--- src/sv/sha1s_pkg.sv ---
package sha1s_pkg;

    localparam logic ACT_ABSORB = 1'b0;
    localparam logic ACT_FINISH = 1'b1;

    localparam logic [31:0] K_STG0 = 32'h5A827999;
    localparam logic [31:0] K_STG1 = 32'h6ED9EBA1;
    localparam logic [31:0] K_STG2 = 32'h8F1BBCDC;
    localparam logic [31:0] K_STG3 = 32'hCA62C1D6;

    localparam logic [7:0] PAD_MARK = 8'h80;

    localparam logic [31:0] H_INIT0 = 32'h67452301;
    localparam logic [31:0] H_INIT1 = 32'hEFCDAB89;
    localparam logic [31:0] H_INIT2 = 32'h98BADCFE;
    localparam logic [31:0] H_INIT3 = 32'h10325476;
    localparam logic [31:0] H_INIT4 = 32'hC3D2E1F0;

    localparam int unsigned ROUNDS     = 80;
    localparam int unsigned LEN_START  = 56;
    localparam int unsigned BLOCK_LAST = 63;

    typedef enum logic [1:0] {
        STG_CH   = 2'd0,
        STG_PAR0 = 2'd1,
        STG_MAJ  = 2'd2,
        STG_PAR1 = 2'd3
    } stage_t;

    typedef enum logic [1:0] {
        SEL_DATA = 2'd0,
        SEL_MARK = 2'd1,
        SEL_ZERO = 2'd2,
        SEL_LEN  = 2'd3
    } byte_sel_t;

    typedef struct packed {
        logic      shift_en;
        byte_sel_t byte_sel;
        logic      load_work;
        logic      round_en;
        stage_t    stage;
        logic      add_chain;
        logic      emit;
    } cmd_t;

    typedef struct packed {
        logic [5:0] fill;
        logic       out_free;
    } sts_t;

endpackage

--- src/sv/sha1s_ifs.sv ---
interface sha1s_in_if;
    logic       valid;
    logic       ready;
    logic       action;
    logic [7:0] data_byte;

    modport source (output valid, output action, output data_byte, input ready);
    modport sink (input valid, input action, input data_byte, output ready);
endinterface

interface sha1s_out_if;
    logic        valid;
    logic        ready;
    logic [31:0] digest_word0;
    logic [31:0] digest_word1;
    logic [31:0] digest_word2;
    logic [31:0] digest_word3;
    logic [31:0] digest_word4;

    modport source (
        output valid,
        output digest_word0,
        output digest_word1,
        output digest_word2,
        output digest_word3,
        output digest_word4,
        input  ready
    );
    modport sink (
        input  valid,
        input  digest_word0,
        input  digest_word1,
        input  digest_word2,
        input  digest_word3,
        input  digest_word4,
        output ready
    );
endinterface

--- src/sv/sha1s_ctrl.sv ---
module sha1s_ctrl
    import sha1s_pkg::*;
(
    input  logic clk,
    input  logic rst_n,
    input  logic in_valid,
    input  logic in_action,
    output logic in_ready,
    input  sts_t sts,
    output cmd_t cmd
);

    typedef enum logic [4:0] {
        ST_IDLE = 5'b00001,
        ST_PAD  = 5'b00010,
        ST_RND  = 5'b00100,
        ST_ADD  = 5'b01000,
        ST_FIN  = 5'b10000
    } state_t;

    state_t     state_reg, state_next;
    logic [6:0] rnd_reg, rnd_next;
    logic       fin_reg, fin_next;
    logic       len_ok_reg, len_ok_next;
    logic       blk_end;

    assign blk_end = (sts.fill == 6'(BLOCK_LAST));

    always_ff @(posedge clk or negedge rst_n)
    begin
        if (!rst_n)
        begin
            state_reg  <= ST_IDLE;
            rnd_reg    <= '0;
            fin_reg    <= 1'b0;
            len_ok_reg <= 1'b0;
        end
        else
        begin
            state_reg  <= state_next;
            rnd_reg    <= rnd_next;
            fin_reg    <= fin_next;
            len_ok_reg <= len_ok_next;
        end
    end

    always_comb
    begin
        state_next  = state_reg;
        rnd_next    = rnd_reg;
        fin_next    = fin_reg;
        len_ok_next = len_ok_reg;
        in_ready    = 1'b0;
        cmd         = '0;
        cmd.byte_sel = SEL_DATA;
        cmd.stage    = STG_CH;

        unique case (state_reg)
            ST_IDLE:
            begin
                in_ready = 1'b1;
                if (in_valid)
                begin
                    cmd.shift_en = 1'b1;
                    if (in_action == ACT_FINISH)
                    begin
                        cmd.byte_sel = SEL_MARK;
                        fin_next     = 1'b1;
                        len_ok_next  = (sts.fill < 6'(LEN_START));
                    end
                    if (blk_end)
                    begin
                        cmd.load_work = 1'b1;
                        state_next    = ST_RND;
                    end
                    else if (in_action == ACT_FINISH)
                    begin
                        state_next = ST_PAD;
                    end
                end
            end

            ST_PAD:
            begin
                cmd.shift_en = 1'b1;
                if (len_ok_reg && (sts.fill >= 6'(LEN_START)))
                    cmd.byte_sel = SEL_LEN;
                else
                    cmd.byte_sel = SEL_ZERO;
                if (blk_end)
                begin
                    cmd.load_work = 1'b1;
                    state_next    = ST_RND;
                end
            end

            ST_RND:
            begin
                cmd.round_en = 1'b1;
                priority if (rnd_reg < 7'd20)
                    cmd.stage = STG_CH;
                else if (rnd_reg < 7'd40)
                    cmd.stage = STG_PAR0;
                else if (rnd_reg < 7'd60)
                    cmd.stage = STG_MAJ;
                else
                    cmd.stage = STG_PAR1;
                if (rnd_reg == 7'(ROUNDS - 1))
                begin
                    rnd_next   = '0;
                    state_next = ST_ADD;
                end
                else
                begin
                    rnd_next = rnd_reg + 7'd1;
                end
            end

            ST_ADD:
            begin
                cmd.add_chain = 1'b1;
                if (!fin_reg)
                    state_next = ST_IDLE;
                else if (len_ok_reg)
                    state_next = ST_FIN;
                else
                begin
                    len_ok_next = 1'b1;
                    state_next  = ST_PAD;
                end
            end

            ST_FIN:
            begin
                if (sts.out_free)
                begin
                    cmd.emit   = 1'b1;
                    fin_next   = 1'b0;
                    state_next = ST_IDLE;
                end
            end

            default:
            begin
                state_next = ST_IDLE;
            end
        endcase
    end

endmodule

--- src/sv/sha1s_datapath.sv ---
module sha1s_datapath
    import sha1s_pkg::*;
(
    input  logic       clk,
    input  logic       rst_n,
    input  logic [7:0] data_byte,
    input  cmd_t       cmd,
    output sts_t       sts,
    sha1s_out_if.source digest
);

    logic [511:0]       blk_reg, blk_next;
    logic [4:0][31:0]   chain_reg, chain_next;
    logic [31:0]        a_reg, b_reg, c_reg, d_reg, e_reg;
    logic [5:0]         fill_reg, fill_next;
    logic [60:0]        cnt_reg, cnt_next;
    logic               out_valid_reg, out_valid_next;
    logic [4:0][31:0]   out_reg;

    logic [7:0][7:0]    len_bytes;
    logic [7:0]         shift_byte;
    logic [31:0]        w_cur, w_new_raw, w_new, f_val, k_val, t_val;

    // message length in bits, big-endian byte order
    assign len_bytes = {cnt_reg, 3'b000};

    always_comb
    begin
        unique case (cmd.byte_sel)
            SEL_DATA: shift_byte = data_byte;
            SEL_MARK: shift_byte = PAD_MARK;
            SEL_ZERO: shift_byte = 8'h00;
            SEL_LEN:  shift_byte = len_bytes[3'd7 - fill_reg[2:0]];
            default:  shift_byte = 8'h00;
        endcase
    end

    // oldest schedule word sits at the top of the block register
    assign w_cur = blk_reg[511:480];
    assign w_new_raw = blk_reg[95:64] ^ blk_reg[255:224] ^ blk_reg[447:416] ^ blk_reg[511:480];
    assign w_new = {w_new_raw[30:0], w_new_raw[31]};

    always_comb
    begin
        unique case (cmd.stage)
            STG_CH:
            begin
                f_val = (b_reg & c_reg) | (~b_reg & d_reg);
                k_val = K_STG0;
            end
            STG_PAR0:
            begin
                f_val = b_reg ^ c_reg ^ d_reg;
                k_val = K_STG1;
            end
            STG_MAJ:
            begin
                f_val = (b_reg & c_reg) | (b_reg & d_reg) | (c_reg & d_reg);
                k_val = K_STG2;
            end
            STG_PAR1:
            begin
                f_val = b_reg ^ c_reg ^ d_reg;
                k_val = K_STG3;
            end
            default:
            begin
                f_val = b_reg ^ c_reg ^ d_reg;
                k_val = K_STG3;
            end
        endcase
    end

    assign t_val = {a_reg[26:0], a_reg[31:27]} + f_val + e_reg + k_val + w_cur;

    always_comb
    begin
        blk_next = blk_reg;
        if (cmd.shift_en)
            blk_next = {blk_reg[503:0], shift_byte};
        else if (cmd.round_en)
            blk_next = {blk_reg[479:0], w_new};
    end

    always_comb
    begin
        fill_next      = fill_reg;
        cnt_next       = cnt_reg;
        chain_next     = chain_reg;
        out_valid_next = out_valid_reg;
        if (out_valid_reg && digest.ready)
            out_valid_next = 1'b0;
        if (cmd.shift_en)
        begin
            fill_next = fill_reg + 6'd1;
            if (cmd.byte_sel == SEL_DATA)
                cnt_next = cnt_reg + 61'd1;
        end
        if (cmd.add_chain)
        begin
            chain_next[0] = chain_reg[0] + a_reg;
            chain_next[1] = chain_reg[1] + b_reg;
            chain_next[2] = chain_reg[2] + c_reg;
            chain_next[3] = chain_reg[3] + d_reg;
            chain_next[4] = chain_reg[4] + e_reg;
        end
        if (cmd.emit)
        begin
            out_valid_next = 1'b1;
            fill_next      = '0;
            cnt_next       = '0;
            chain_next     = {H_INIT4, H_INIT3, H_INIT2, H_INIT1, H_INIT0};
        end
    end

    always_ff @(posedge clk or negedge rst_n)
    begin
        if (!rst_n)
        begin
            chain_reg     <= {H_INIT4, H_INIT3, H_INIT2, H_INIT1, H_INIT0};
            fill_reg      <= '0;
            cnt_reg       <= '0;
            out_valid_reg <= 1'b0;
        end
        else
        begin
            chain_reg     <= chain_next;
            fill_reg      <= fill_next;
            cnt_reg       <= cnt_next;
            out_valid_reg <= out_valid_next;
        end
    end

    always_ff @(posedge clk)
    begin
        blk_reg <= blk_next;
        if (cmd.load_work)
        begin
            a_reg <= chain_reg[0];
            b_reg <= chain_reg[1];
            c_reg <= chain_reg[2];
            d_reg <= chain_reg[3];
            e_reg <= chain_reg[4];
        end
        else if (cmd.round_en)
        begin
            a_reg <= t_val;
            b_reg <= a_reg;
            c_reg <= {b_reg[1:0], b_reg[31:2]};
            d_reg <= c_reg;
            e_reg <= d_reg;
        end
        if (cmd.emit)
            out_reg <= chain_reg;
    end

    assign sts.fill     = fill_reg;
    assign sts.out_free = !out_valid_reg || digest.ready;

    assign digest.valid        = out_valid_reg;
    assign digest.digest_word0 = out_reg[0];
    assign digest.digest_word1 = out_reg[1];
    assign digest.digest_word2 = out_reg[2];
    assign digest.digest_word3 = out_reg[3];
    assign digest.digest_word4 = out_reg[4];

endmodule

--- src/sv/sha1_stream_hash.sv ---
// channel  | dir | payload                        | notes
// msg      | in  | action, data_byte              | absorb one byte or finish
// digest   | out | digest_word0 .. digest_word4   | one request per finish
//
// an absorb request is accepted in the idle state; the 64th byte of a block
// starts 80 rounds on the single round unit, then the chaining add
// a finish adds the 0x80 mark, zero padding and the bit length, with a second
// padded block when the length spills over, then loads the digest register
// msg is refused while a block is being padded or compressed
// the digest register holds its request until taken; new bytes are accepted
// meanwhile, and a later finish waits for the register to drain
// rst_n is asynchronous and returns the initial chaining value and counts
module sha1_stream_hash
    import sha1s_pkg::*;
(
    input  logic clk,
    input  logic rst_n,
    sha1s_in_if.sink    msg,
    sha1s_out_if.source digest
);

    cmd_t cmd;
    sts_t sts;

    sha1s_ctrl u_ctrl (
        .clk       (clk),
        .rst_n     (rst_n),
        .in_valid  (msg.valid),
        .in_action (msg.action),
        .in_ready  (msg.ready),
        .sts       (sts),
        .cmd       (cmd)
    );

    sha1s_datapath u_datapath (
        .clk       (clk),
        .rst_n     (rst_n),
        .data_byte (msg.data_byte),
        .cmd       (cmd),
        .sts       (sts),
        .digest    (digest)
    );

endmodule

--- src/flat_wrapper.sv ---
// flat-port wrapper written by rule: the top's interface ports become plain ports
module sha1_stream_hash_flat import sha1s_pkg::*;
  (clk, rst_n, msg_valid, msg_action, msg_data_byte, msg_ready, digest_valid, digest_digest_word0, digest_digest_word1, digest_digest_word2, digest_digest_word3, digest_digest_word4, digest_ready);
  sha1s_in_if msg_i ();
  sha1s_out_if digest_i ();
  input  logic clk;
  input  logic rst_n;
  input wire logic [$bits(msg_i.valid)-1:0] msg_valid;
  input wire logic [$bits(msg_i.action)-1:0] msg_action;
  input wire logic [$bits(msg_i.data_byte)-1:0] msg_data_byte;
  output wire logic [$bits(msg_i.ready)-1:0] msg_ready;
  output wire logic [$bits(digest_i.valid)-1:0] digest_valid;
  output wire logic [$bits(digest_i.digest_word0)-1:0] digest_digest_word0;
  output wire logic [$bits(digest_i.digest_word1)-1:0] digest_digest_word1;
  output wire logic [$bits(digest_i.digest_word2)-1:0] digest_digest_word2;
  output wire logic [$bits(digest_i.digest_word3)-1:0] digest_digest_word3;
  output wire logic [$bits(digest_i.digest_word4)-1:0] digest_digest_word4;
  input wire logic [$bits(digest_i.ready)-1:0] digest_ready;
  assign msg_i.valid = msg_valid;
  assign msg_i.action = msg_action;
  assign msg_i.data_byte = msg_data_byte;
  assign msg_ready = msg_i.ready;
  assign digest_valid = digest_i.valid;
  assign digest_digest_word0 = digest_i.digest_word0;
  assign digest_digest_word1 = digest_i.digest_word1;
  assign digest_digest_word2 = digest_i.digest_word2;
  assign digest_digest_word3 = digest_i.digest_word3;
  assign digest_digest_word4 = digest_i.digest_word4;
  assign digest_i.ready = digest_ready;
  sha1_stream_hash u_core (.clk(clk), .rst_n(rst_n), .msg(msg_i), .digest(digest_i));
endmodule
--- config.mk ---
export PLATFORM = sky130hd
export DESIGN_NAME = sha1_stream_hash_flat
export DESIGN_NICKNAME = d
export VERILOG_FILES = /design/src/sv/sha1s_pkg.sv /design/src/sv/sha1s_ifs.sv /design/src/sv/sha1s_ctrl.sv /design/src/sv/sha1s_datapath.sv /design/src/sv/sha1_stream_hash.sv /design/src/flat_wrapper.sv
export SDC_FILE = /design/constraint.sdc
export NUM_CORES = 2
export LEC_CHECK = 0
export BUFFER_PORTS_ARGS = -buffer_cell sky130_fd_sc_hd__clkbuf_2
export CAP_MARGIN = 5
export CORE_ASPECT_RATIO = 1.1
export CORE_MARGIN = 2
export CORE_UTILIZATION = 35
export CTS_BUF_LIST = sky130_fd_sc_hd__clkbuf_8
export CTS_CLUSTER_DIAMETER = 150
export DETAILED_ROUTE_END_ITERATION = 6
export HOLD_SLACK_MARGIN = 0.03
export SYNTH_ARGS = -nofsm -noshare
export SYNTH_HDL_FRONTEND = slang
export SYNTH_SLANG_ARGS = --single-unit
--- constraint.sdc ---
create_clock -name clk -period 15.05 [get_ports clk]
set_input_delay 0.7525 -clock clk [delete_from_list [all_inputs] [get_ports clk]]
set_output_delay 0.7525 -clock clk [all_outputs]
set_load 0.05 [all_outputs]
# Yosys cells after proc, flatten, opt, wreduce, memory -nomap -nowiden
# Cells that the tools add are included.
classes:
  n_addsub: 13
  multipliers: 0
  div_mod_pow: 0
  order_cmp: 6
  n_eq_ne: 20
  shifts: 0
  muxes: 57
  bitwise_logic: 13
  reduce_logical: 19
ops:
  columns: ["op", "count"]
  rows:
  - ["$mux 512", 2]
  - ["$mux 160", 2]
  - ["$mux 32", 10]
  - ["$add 32x32->32", 9]
  - ["$mux 61", 3]
  - ["$xor 32x32->32", 5]
  - ["$and 32x32->32", 4]
  - ["$pmux 32 s4", 1]
  - ["$or 32x32->32", 3]
  - ["$pmux 32 s3", 1]
  - ["$add 61x1->61 const B", 1]
  - ["$mux 5", 8]
  - ["$not 32->32", 1]
  - ["$pmux 8 s4", 1]
  - ["$pmux 5 s5", 1]
  - ["$bmux 8 s3", 1]
  - ["$mux 1", 16]
  - ["$reduce_bool 2->1", 8]
  - ["$lt 7x6->1 const B", 2]
  - ["$mux 6", 2]
  - ["$ne 2x2->1 const B", 5]
  - ["$eq 2x2->1 const B", 4]
  - ["$mux 8", 1]
  - ["$pmux 4 s2", 1]
  - ["other kinds (30)", 36]
word_totals:
  reg_bits: 1074
  latchBits: 0
  ramBits: 0
  mem_bits_ro: 0
  input_bits: 13
  output_inout_bits: 162
  wordCells: 151
  mem_count: 0

# Logic depth before layout (Yosys ltp)
depth:
  depth_word: 14
  mapped_depth: 27
  mapped_depth_nobuf: 25

# Cells and area by module
# A second synthesis with hierarchy kept.
unflattened:
  cells_unflattened: 4495
  area_unflattened_um2: 57582.7
by_module_without_submodules:
  columns: ["module", "n_inst", "cells_each", "area_per_inst_um2"]
  rows:
  - ["sha1s_datapath", 1, 4402, 56706.9]
  - ["sha1s_ctrl", 1, 93, 875.8]

# Worst setup path before layout
# Ideal clock, no wire load.
synth_path:
  path_type: "register to register"
  startpoint: "register u_core.u_ctrl.state_reg[2]"
  endpoint: "register u_core.u_datapath.blk_reg[0] (enable)"
  setup_time_ns: 3.637
  t_arrival_ns: 10.166
  t_required_ns: 11.413
  slack_ns: 1.248
  path_stages_with_launch: 7
  n_path_buf: 1
  period_less_slack_ns: 13.802
  cell_sequence: "dfrtp_1 nor2_1 nand3_1 clkinv_1 a21oi_1 clkbuf_1 nand2_1"
synth_via:
  elab_chain_cells: 3
  elab_cells_between_ends: 6
  cone_classes: "eq/ne (3); mux (2); reduce/logical (1)"
synth_lines:
  columns: ["item", "line", "source"]
  rows:
  - ["from (decl)", "sha1s_ctrl.sv:21", "state_t state_reg, state_next;"]
  - ["from (signal assigned)", "sha1s_ctrl.sv:40", "state_reg <= state_next;"]
  - ["$eq 5x2->1 (tied with other cells)", "sha1s_ctrl.sv:58", "unique case (state_reg)"]
  - ["$pmux 4 s2 or $mux 3 (tied branches)", "sha1s_ctrl.sv:58", null]
  - ["$reduce_bool 2->1 (no source line) *", null, null]
  - ["to (signal assigned)", "sha1s_datapath.sv:136", "blk_reg <= blk_next;"]
  - ["to (decl)", "sha1s_datapath.sv:12", "logic [511:0] blk_reg, blk_next;"]
# Every way passes the cells marked *; elsewhere a longest branch is shown, timed or not.
# A chain may end at the register's enable or synchronous reset.

# Worst setup path after layout
layout_path:
  startpoint: "register u_core.u_ctrl.state_reg[4]"
  endpoint: "register u_core.u_datapath.a_reg[30], data pin"
layout_via:
  elab_chain_cells: 11
  elab_cells_between_ends: 18
  cone_classes: "add/sub (4); eq/ne (6); mux (6); reduce/logical (2)"
layout_lines:
  columns: ["item", "line", "source"]
  rows:
  - ["$eq 5x3->1", "sha1s_ctrl.sv:58", null]
  - ["$mux 3", "sha1s_ctrl.sv:58", null]
  - ["$eq 2x2->1 or $eq 2x1->1 (tied branches)", "sha1s_datapath.sv:45", "unique case (cmd.stage)"]
  - ["$reduce_or 2->1 (no source line)", null, null]
  - ["$pmux 32 s3", "sha1s_datapath.sv:45", null]
  - ["$add 32x32->32 (4 in series)", "sha1s_datapath.sv:74", "assign t_val = {a_reg[26:0], a_reg[31:27]} + f_val + e_reg + k_val + w_cur;"]
  - ["$mux 32", "sha1s_datapath.sv:145", "else if (cmd.round_en)"]
  - ["$mux 32 *", "sha1s_datapath.sv:137", "if (cmd.load_work)"]
  - ["to (signal assigned)", "sha1s_datapath.sv:139", "a_reg <= chain_reg[0];"]
  - ["to (signal assigned)", "sha1s_datapath.sv:147", "a_reg <= t_val;"]
  - ["to (decl)", "sha1s_datapath.sv:14", "logic [31:0] a_reg, b_reg, c_reg, d_reg, e_reg;"]
# Every way passes the cells marked *; elsewhere a longest branch is shown, timed or not. The select of a mux whose other input is x is not followed.

==> key figures <==
Yosys
  – Share of Yosys cell area claimed by the top area cell type: 44.0%
  – Mux share of post-synthesis cell area: between 1 and 1.5%
  – Number of enable-type register cells in the synthesized netlist: about 830
  – Yosys reg bits: around 1100
  – Post-synthesis sequential area ratio: 54.9%
  – Dominant synthesized flop cell: sky130_fd_sc_hd__edfxtp_1
  – Post-synthesis cell type count: between 80 and 90
  – Total nets after synthesis: between 5000 and 6000
  – Dominant cells by area after synthesis: sky130_fd_sc_hd__edfxtp_1, sky130_fd_sc_hd__nand2_1, sky130_fd_sc_hd__dfrtp_1
  – Most area-hungry cell type in the Yosys netlist: sky130_fd_sc_hd__edfxtp_1
  – Simple-gate share of the synthesized area: between 10% and 20%
  – Synthesized-area fraction occupied by xor and xnor cells: roughly 4.9%
  – Mean instance size in the synthesized netlist: 10.2 um^2
  – Post-synthesis compound-gate area fraction: between 9 and 10%
  – Yosys Warn Count: 0
  – Mapped Cells: roughly 5600
  – Main combinational cell family by area after synthesis: simple AND/OR/NAND/NOR gates
  – Adder-cell share of the synthesized area: 8.84%
  – Post-synthesis cell area: between 50000 and 60000 um^2
  – Proportion of register bits with asynchronous set or reset after synthesis: a little under a quarter

Worst setup path
  – Reg2Reg Depth: 21
  – R2R setup slack: 6.80 ns
  – Kind of cell with the highest combined delay on the critical path: compound AO/OA/AOI/OAI gates
  – Number of buffers and inverters on the critical path: 3
  – Req. time, crit path: between 15 and 20 ns
  – Kind of capture point of the worst setup path: flip-flop
  – Total number of cells along the worst setup path: 21
  – Type of element launching the critical path: flip-flop
  – Cells along the critical path: or3_1 > nor3b_1 > o21ai_0 > ha_1 > buf_4 > inv_1 > o21ai_0 > fa_1 > fa_1 > inv_1 > ha_1 > a21o_1 > a21oi_1 > a21oi_1 > o311ai_0 > o31a_1 > o31a_1 > o221ai_1 > o41ai_1 > xor2_1 > a21oi_1
  – Crit path arrival time: 8.89 ns
  – Capturing point of the worst reg2reg path: u_core.u_datapath.a_reg[30]$_DFFE_PP_
  – Delay of the slowest critical-path stage: roughly 0.84 ns
  – Critical Path Slowest Stage Cell: sky130_fd_sc_hd__o311ai_0
  – Crit path from: u_core.u_ctrl.state_reg[4]$_DFFE_PN0P_
  – Critical path's most frequent cell: sky130_fd_sc_hd__a21oi_1
  – Reg-to-Reg Start: u_core.u_ctrl.state_reg[4]$_DFFE_PN0P_
  – Crit path kind: flip-flop to flip-flop
  – Critical Path End: u_core.u_datapath.a_reg[30]$_DFFE_PP_
  – Largest fanout on the critical path: 38

Place
  – Placer congestion estimate: around 0.95
  – Dpl ws: 6.84 ns
  – Post-DP HPWL: 112 mm
  – Placed cell count: 7661
  – Number of port buffers: 174

Final layout
  – Post-route insts no fill: about 8000
  – Flip-flop and latch area: around 31000 um^2
  – Combined area of the multi-input logic cells: 24100 um^2
  – Number of flip-flops under the largest register name: 512
  – Proportion of layout cells with a drive suffix above 1: around a tenth
  – Most common cell after layout, fill and taps aside: sky130_fd_sc_hd__nand2_1
  – Fill cell total of the finished layout: ~16000
  – Most used cells in the layout excluding fill and tap cells: sky130_fd_sc_hd__nand2_1, sky130_fd_sc_hd__edfxtp_1, sky130_fd_sc_hd__o21ai_0
  – Layout area overhead: 11.9%
  – Number of nets in the finished design: roughly 6100

Floorplan
  – Number of rows created at floorplan: 154
  – Top-level port count: between 150 and 200
  – Initial Util: a little over a third
  – X dimension of the die: around 390 um
  – Area of the core: roughly 160000 um^2
  – Die Area: 165000 um^2
  – Die height: 426 um

CTS
  – Clock Latency Late Sink: 0.95 ns
  – Clock-pin slew reported for the worst setup and hold paths after clock tree synthesis: 0.06 ns
  – Maximum buffer depth of the clock tree: 3
  – Post-CTS Setup Inserts: 0
  – CTS Sinks: 1074
  – Count of instances resized after the clock tree is built: 0
  – Clock H-tree levels: 4
  – Root buf cell: sky130_fd_sc_hd__clkbuf_8
  – TritonCTS clock tree: yes
  – Clock buffer count from CTS: approximately 190

Power and ir drop
  – Leakage power summed over all cells: approximately 27 nW
  – Switching share of power: approximately 37%
  – Worst supply voltage drop on vdd: approximately 0.15 mV
  – Relative contribution of sequential cells to total power: 43.7%
  – Clock network power share: between 20 and 25%
  – Psw: between 4 and 5 mW
  – Part of the power in combinational logic: approximately 34%
  – PD cells: about 190 nW/um^2
  – Internal Power: around 7.5 mW
  – Final total power: roughly 12 mW

STA
  – Sum of negative setup slack: 0 ns
  – Unrepaired setup endpoints after global routing: no
  – Count of endpoints failing setup in the final report: 0
  – Hold_ws: 0.211 ns
  – Minimum clock period after layout: 8.25 ns
  – Relative slew margins: 24.8%
  – Period utilization: a little over half
  – Worst setup skew after layout: approximately 0.065 ns
  – Final Max Slew Viols: 0
  – Fmax: about 120 MHz
  – Slew at the pin closest to its max-slew limit: about 1.1 ns
  – Worst setup margin: 6.80 ns
  – Final hold vios: 0

Route
  – Total number of vias: 40800
  – WL per Instance: 19.9 um
  – Remaining antenna violation count: 0
  – Via count normalized by instance count: 5.09
  – Count of unresolved DRC violations after routing: 0
  – Total iterations of the first detailed-routing run: 5
  – 1st-iter DRT viols: around 3500
  – Detailed-route wire length: about 160 mm

Status
  – Status: completed

Global routing
  – Busiest layer in global routing: met2
  – Met3 track utilization from global routing: about 2.8%
  – Initial antenna violation count: 1
  – Total track usage: between 10% and 20%
  – Wire length of the first global-routing pass: 243 mm
  – Gr ovfl total: 0
  – Maximum number of pins on one net before global-route repair: 228
  – Number of global-route vias before repair: 39900
  – Met2 routing resource usage after global routing: between 30% and 40%
  – Met1 usage: 24.7%

Hold path
  – Path class of the lowest-slack min-delay path: input port to flip-flop

Run
  – Max-cap check violation count: 0
==> cell type report <==
class,count,area share [%]
flip-flops and latches,1074,49.0
diodes,2,0.00788
multi-input cells,4079,37.9
well taps,2106,4.15
clock inverters,130,1.19
clock buffers,214,4.64
inverters,192,1.15
repair buffers,211,1.91
==> how the worst min path moves through the flow <==
| stage | end | from | cells past startpoint | slack, ns |
|---|---|---|---|---|
| 6_report | u_core.u_datapath.digest.valid$_DFFE_PN0P_ | digest_ready | 3 | 0.21 |
| 5_1_grt | u_core.u_datapath.digest.valid$_DFFE_PN0P_ | digest_ready | 3 | 0.17 |
| 4_1_cts | u_core.u_datapath.blk_reg[6]$_DFFE_PP_ | msg_data_byte[6] | 3 | 0.13 |
| 3_5_place_dp | u_core.u_datapath.digest.digest_word0[12]$_DFFE_PP_ | u_core.u_datapath.chain_reg[12]$_DFFE_PN0P_ | 0 | 0.50 |
| 3_3_place_gp | u_core.u_ctrl.rnd_reg[2]$_DFFE_PN0P_ | u_core.u_ctrl.rnd_reg[2]$_DFFE_PN0P_ | 1 | 0.50 |
| 2_1_floorplan | u_core.u_ctrl.fin_reg$_DFFE_PN0P_ | rst_n | 0 | 0.46 |
==> through the flow <==
stage	utilization (%)	instance area, um^2
2_1_floorplan	-	56700
3_3_place_gp	37.2	59800
3_5_place_dp	37.2	59800
4_1_cts	39.6	63500
5_1_grt	39.6	63500
6_report	39.6	63500
==> metal layers <==
layer  wire, um  share of wire [%]  vias to the layer above
met1      68400                 43                    20000
met2      76600                 48                     1096
met4       6790                4.3                        0
li1           -                  -                    19400
met3       7540                4.7                      290
met5          0                  0                        -
==> synthesized netlist by cell type, drive strengths merged, types with 18 or more instances <==
library cell and count:
nor2b 28, o21bai 25, o21ai 284, dfstp 81, a211oi 26, nand3 119
a31oi 21, o21a 21, dfrtp 161, xnor2 183, inv 190, xor2 137
nor3 55, a21o 96, ha 201, nand2b 34, mux2i 18, nand2 1983
and3 38, nor2 204, a221o 26, a21oi 240, mux2 26, edfxtp 832
fa 125, clkbuf 217
==> cells by family (layout without fill, tap and decap cells) <==
logic type,Yosys count,count (layout)
simple gates,2530,2530
flops,1074,1074
fa+ha+maj,326,326
compound gates,846,846
mux,57,57
xor+xnor,320,320
other cells,0,2
buf+inv,418,747
==> power groups by stage <==
| stage | clock (mW) | sequential, mW | combinational (mW) |
|---|---|---|---|
| after detailed placement | 0 | 5.31 | 4.13 |
| final | 2.65 | 5.26 | 4.12 |
| after floorplan | 0 | 5.46 | 3.18 |
| after global placement | 0 | 5.29 | 4.08 |
| after global routing | 2.85 | 5.36 | 4.74 |
| after CTS | 2.73 | 5.26 | 4.16 |
==> timing repair <==
item,CTS,global route
hold endpoints to repair,43,0
endpoints found under the setup margin,0,0
hold buffers,1,0
==> worst min-delay path, delay by kind of cell <==
family        cells  cell delay, ns
simple gates      2            0.25
buf+inv           1            0.07
Power figures use the tool's default switching activity.
